--- config.mk ---
export PLATFORM = sky130hd
export DESIGN_NAME = nsc_engine
export DESIGN_NICKNAME = d
export VERILOG_FILES = /design/src/nsc_pkg.sv /design/src/nsc_engine.sv
export SDC_FILE = /design/constraint.sdc
export NUM_CORES = 1
export LEC_CHECK = 0
export ABC_AREA = 1
export ABC_CLOCK_PERIOD_IN_PS = 1600
export BUFFER_PORTS_ARGS = -buffer_cell sky130_fd_sc_hd__buf_4
export CORE_MARGIN = 2
export CORE_UTILIZATION = 56
export CTS_CLUSTER_SIZE = 12
export DETAILED_ROUTE_END_ITERATION = 10
export PLACE_DENSITY = 0.91
export SETUP_SLACK_MARGIN = 0.05
export SLEW_MARGIN = 40
export SYNTH_ARGS = -nofsm -noshare
export SYNTH_HDL_FRONTEND = slang
export SYNTH_SLANG_ARGS = --single-unit
--- constraint.sdc ---
create_clock -name clk -period 1.6 [get_ports clk]
set_input_delay 0 -clock clk [delete_from_list [all_inputs] [get_ports clk]]
set_output_delay 0 -clock clk [all_outputs]
set_load 0.005 [all_outputs]
--- src/nsc_pkg.sv ---
// nsc_pkg: shared types, character codes and helpers of the NMEA sentence checker.
// Depends on nothing; used by nsc_engine and nmea_sentence_checker.
package nsc_pkg;

	typedef enum logic [1:0] {
		PH_IDLE,
		PH_BODY,
		PH_HEX1,
		PH_HEX2
	} phase_t;

	typedef enum logic [1:0] {
		ST_OK        = 2'd0,
		ST_MISMATCH  = 2'd1,
		ST_MALFORMED = 2'd2
	} status_t;

	localparam logic [7:0] CH_DOLLAR = 8'h24;
	localparam logic [7:0] CH_STAR   = 8'h2A;
	localparam logic [7:0] CH_CR     = 8'h0D;
	localparam logic [7:0] CH_LF     = 8'h0A;

	localparam int MIN_BODY = 4;
	localparam int ADDR_LEN = 5;

	// one result of a finished sentence
	typedef struct packed {
		logic       valid;
		status_t    status;
		logic       is_gga;
		logic [7:0] computed_sum;
		logic [7:0] received_sum;
		logic [7:0] body_length;
	} result_t;

	// {bad, value}: bad is set for anything that is not a hex digit of either case
	function automatic logic [4:0] hex_decode(input logic [7:0] c);
		logic [7:0] v;
		v = 8'd0;
		if (c inside {[8'h30:8'h39]}) begin
			v = c - 8'h30;
			return {1'b0, v[3:0]};
		end
		if (c inside {[8'h41:8'h46]}) begin
			v = c - 8'h37;
			return {1'b0, v[3:0]};
		end
		if (c inside {[8'h61:8'h66]}) begin
			v = c - 8'h57;
			return {1'b0, v[3:0]};
		end
		return 5'b1_0000;
	endfunction

	// expected address character; gn selects GNGGA over GPGGA
	function automatic logic [7:0] addr_char(input logic [2:0] idx, input logic gn);
		case (idx)
			3'd0:    return 8'h47;                 // G
			3'd1:    return gn ? 8'h4E : 8'h50;    // N or P
			3'd2:    return 8'h47;                 // G
			3'd3:    return 8'h47;                 // G
			3'd4:    return 8'h41;                 // A
			default: return 8'h00;
		endcase
	endfunction

endpackage

--- src/nsc_engine.sv ---
// nsc_engine: per-byte sentence state machine with checksum, hex and address tracking.
// Depends on nsc_pkg. Result is combinational from the current byte and state.
module nsc_engine #(
	parameter int MAX_SENTENCE = 128
) (
	input  logic                clk,
	input  logic                arst_n,
	input  logic                step,
	input  logic [7:0]          rx_byte,
	output nsc_pkg::result_t    result
);

	localparam int CNT_W = $clog2(MAX_SENTENCE + 1);
	localparam int EXT_W = (CNT_W > 8) ? CNT_W : 8;

	nsc_pkg::phase_t   phase_q, phase_d;
	logic [7:0]        xor_q, xor_d;
	logic [3:0]        nib_q, nib_d;
	logic [CNT_W-1:0]  cnt_q, cnt_d;
	logic              gp_q, gp_d;
	logic              gn_q, gn_d;
	logic              herr_q, herr_d;

	logic              line_end;
	logic [4:0]        hex;
	logic              in_addr;
	logic [EXT_W-1:0]  cnt_ext;
	logic [7:0]        rsum;

	assign line_end = (rx_byte == nsc_pkg::CH_CR) || (rx_byte == nsc_pkg::CH_LF);
	assign hex      = nsc_pkg::hex_decode(rx_byte);
	assign in_addr  = cnt_q < CNT_W'(nsc_pkg::ADDR_LEN);
	assign cnt_ext  = EXT_W'(cnt_q);
	assign rsum     = {nib_q, hex[3:0]};

	// next state
	always_comb begin
		phase_d = phase_q;
		xor_d   = xor_q;
		nib_d   = nib_q;
		cnt_d   = cnt_q;
		gp_d    = gp_q;
		gn_d    = gn_q;
		herr_d  = herr_q;
		if (rx_byte == nsc_pkg::CH_DOLLAR) begin
			phase_d = nsc_pkg::PH_BODY;
			xor_d   = 8'd0;
			nib_d   = 4'd0;
			cnt_d   = '0;
			gp_d    = 1'b1;
			gn_d    = 1'b1;
			herr_d  = 1'b0;
		end else begin
			case (phase_q)
				nsc_pkg::PH_BODY: begin
					if (rx_byte == nsc_pkg::CH_STAR) begin
						phase_d = nsc_pkg::PH_HEX1;
					end else if (line_end) begin
						phase_d = nsc_pkg::PH_IDLE;
					end else if (cnt_q >= CNT_W'(MAX_SENTENCE)) begin
						phase_d = nsc_pkg::PH_IDLE;     // overlong: drop quietly
					end else begin
						if (in_addr) begin
							if (rx_byte != nsc_pkg::addr_char(cnt_q[2:0], 1'b0)) gp_d = 1'b0;
							if (rx_byte != nsc_pkg::addr_char(cnt_q[2:0], 1'b1)) gn_d = 1'b0;
						end
						xor_d = xor_q ^ rx_byte;
						cnt_d = cnt_q + CNT_W'(1);
					end
				end
				nsc_pkg::PH_HEX1: begin
					if (line_end) begin
						phase_d = nsc_pkg::PH_IDLE;
					end else begin
						herr_d  = herr_q | hex[4];
						nib_d   = hex[4] ? 4'd0 : hex[3:0];
						phase_d = nsc_pkg::PH_HEX2;
					end
				end
				nsc_pkg::PH_HEX2: phase_d = nsc_pkg::PH_IDLE;
				default:          phase_d = nsc_pkg::PH_IDLE;
			endcase
		end
	end

	// result
	always_comb begin
		result              = '0;
		result.status       = nsc_pkg::ST_MALFORMED;
		result.is_gga       = !in_addr && (gp_q || gn_q);
		result.computed_sum = xor_q;
		result.body_length  = cnt_ext[7:0];
		if (rx_byte != nsc_pkg::CH_DOLLAR) begin
			case (phase_q)
				nsc_pkg::PH_BODY: result.valid = line_end;
				nsc_pkg::PH_HEX1: result.valid = line_end;
				nsc_pkg::PH_HEX2: begin
					result.valid = 1'b1;
					if (!line_end && !hex[4] && !herr_q) begin
						result.received_sum = rsum;
						if (cnt_q >= CNT_W'(nsc_pkg::MIN_BODY)) begin
							result.status = (rsum == xor_q) ? nsc_pkg::ST_OK
							                                : nsc_pkg::ST_MISMATCH;
						end
					end
				end
				default: result.valid = 1'b0;
			endcase
		end
	end

	always_ff @(posedge clk or negedge arst_n) begin
		if (!arst_n) begin
			phase_q <= nsc_pkg::PH_IDLE;
			xor_q   <= 8'd0;
			nib_q   <= 4'd0;
			cnt_q   <= '0;
			gp_q    <= 1'b1;
			gn_q    <= 1'b1;
			herr_q  <= 1'b0;
		end else if (step) begin
			phase_q <= phase_d;
			xor_q   <= xor_d;
			nib_q   <= nib_d;
			cnt_q   <= cnt_d;
			gp_q    <= gp_d;
			gn_q    <= gn_d;
			herr_q  <= herr_d;
		end
	end

endmodule

==> results.md <==
- Status: complete, but fails checks
- Failing checks: setup timing
- Core Rows: 21
- Final Core Density: 0.821
- Met3 routed WL: 543 µm
- Crit-path max FO: 2
- Multiplexer share of the synthesized area: 0
- DIE WIDTH: 64.3 µm
- Worst Setup End Kind: output port
- Sink Count: 25
- Largest family of logic cells by synthesized area: simple AND/OR/NAND/NOR gates
- Period utilization: 1.08
- Synth Area in Compound Gates: 0.116
- I/O Pins: 39
- Routed wire per std cell: 16.2 µm
- Final setup fails: 3
- Clk_lat worst skew: 0.34 ns
- Number of nets in the layout: 377
- Clock slew at reported path FFs: 0.14 ns
- Inserted Diodes: 0
- Slew headroom: 0.783
- Setup CP Type: reg2out
- Aggregate global routing overflow: 0
- Netlist cell types: 34
- Synth Instances: 285
- Post-Syn Area: 0.00203 mm²
- Setup TNS: -0.202 ns
- Syn_area_per_cell: 7.13 µm²
- Setup Skew: 0.00720 ns
- Vias per cell: 5.78
- Total track usage: 0.269
- Hold Violations, Final: 0
- Share of layout cells above drive strength 1: 0.389
- #FFs+latches synth: 25
- DR WL met2: 3190 µm
- Worst slew pin tran: 0.325 ns
- Pin count of the biggest net entering global routing: 26
- Die Height: 64.3 µm
- Critical path arrival: 1.73 ns
- Most frequent cells in the layout: 64 x nand2_1, 59 x buf_4, 27 x nor2_1
- RSZ-0062 raised after global routing: yes
- Port Buffers: 38
- Synth area leaders: dfrtp_1 28%, nand2_1 13%, ha_1 8.0%
- Fin. max-slew vios: 0
- XOR/XNOR Fraction of Synth Area: 0.0302
- Vias in the first global route: 1,978
- CTS tree: yes
- HPWL Detailed: 3870 µm
- Worst Path Required: 1.60 ns
- Synth area leader: dfrtp_1
- DRC viols: 0
- Most common cell after layout, fill and taps aside: nand2_1
- Crit path setup slack, layout: -0.131 ns
- Max-capacitance violation count: 0
- Core area: 0.00342 mm²
- Final GP Congestion: 0.949
- Adder-Cell Fraction of Synth Area: 0.0800
- Lkg Pwr: 1.38 nW
- Starting DRT DRC Count: 238
- Worst Hold Class: in2reg
- Worst hold margin: 0.0184 ns
- Sequential area share after synthesis: 0.309
- DR top layer: met4
- Fill count: 205
- Via count: 2,300
- Die area: 0.00413 mm²
- Yosys warns: 0
- Clock root buffer: clkbuf_4
- Clock buffer depth: 2
- Crit start category: flop
- Initial antenna violation count: 0
- Syn nets: 309
- DRT Pass-1 Iters: 6
- Final ANT Viol Nets: 0
- Routed WL: 6450 µm
- Min cycle time layout: 1.73 ns
- Starting Density: 0.595
- Syn-to-layout area delta: 37.8%
- Achievable frequency: 578 MHz
- Simple-Gate Fraction of Synth Area: 0.367
- DRT met1 WL: 2410 µm
- CTS Buf Count: 3
- First-pass GRT wire length: 8690 µm
- CTS H-tree depth: 1
- Synth top area share: 0.283
- Power Density: 720 mW/mm²
- Pre-CTS setup slack: -0.0600 ns
- VDD IR max: 0.443 mV
-- registers in the layout (all words and copies together), names as in the netlist --
name     count
xor_q        8
herr_q       1
phase_q      2
gp_q         1
cnt_ext      8
gn_q         1
nib_q        4
-- Yosys cell counts, drive strengths merged --
library cell / n
inv: 40
nand2: 77
buf: 5
dfstp: 2
o22ai: 1
xor2: 6
nand4: 7
nand3b: 1
nor2: 37
o21ai: 22
ha: 13
dfrtp: 23
xnor2: 1
a21oi: 14
o31ai: 2
o21a: 1
nand3: 27
nor3: 6
-- final timing paths --
check | depth (start not counted) | to | startpoint | slack [ns]
min in group asynchronous | 2 | cnt_ext[6] | arst_n | 0.08
worst min-delay path | 4 | xor_q[3] | rx_byte[3] | 0.02
worst max-delay path | 9 | result[25] | xor_q[4] | -0.13
worst min register to register | 2 | gp_q | gp_q | 0.47
worst max register to register | 11 | gp_q | cnt_ext[1] | -0.04
max in group asynchronous | 2 | gp_q | arst_n | 1.22
-- logic make-up (layout without fill, tap and decap cells) --
logic type      after synthesis  in the layout
xor+xnor                      7              7
flops                        25             25
simple gates                155            155
compound gates               40             40
fa+ha+maj                    13             13
buf+inv                      45            112
-- report_power, final --
group	internal (mW)	leakage, nW	switching (mW)	total (mW)
Clock	0.0982	0.0150	0.208	0.307
Combinational	0.383	1.08	0.476	0.859
Sequential	0.731	0.292	0.122	0.853
Total	1.21	1.38	0.807	2.02
-- per-layer routing --
layer,GRT usage,vias to the layer above
met3,0.0475,38
met2,0.460,137
li1,-,1054
met1,0.344,1071
met4,0.0824,0
met5,0,-
-- cell type report --
cell class	count	area, µm²	share of cell area
clock buffers	4	26.3	0.00937
inverters	40	163	0.0580
multi-input cells	215	1390	0.496
flip-flops and latches	25	634	0.226
well taps	46	57.6	0.0205
repair buffers	68	531	0.189
-- worst max-delay path, stage by stage, from the launching register on --
cell     delay, ns
dfrtp_1       0.43
xnor2_1       0.15
nand3_1       0.12
nor3_2        0.13
nand2_1       0.07
nor2_1        0.09
nand2_1       0.06
nor2_2        0.14
nor2_1        0.06
buf_4         0.13
-- stage by stage --
step | instance area [µm²] | cells | total power [mW]
global route | 2800 | 398 | 2.14
CTS | 2560 | 390 | 1.83
global placement | 2390 | 372 | 1.44
finish | 2800 | 398 | 2.02
floorplan | 2030 | 285 | 1.18
detailed placement | 2390 | 372 | 1.46
-- timing repair --
action / 4_1_cts / 5_1_grt
cloned: 0 / 1
setup endpoints to repair: 14 / 28
setup buffers: 8 / 7
hold buffers: 6 / 0
pin swaps: 4 / 24
gates resized for setup: 12 / 49
hold endpoints to repair: 30 / 0
No activity file was read; power rests on OpenSTA's default activity.
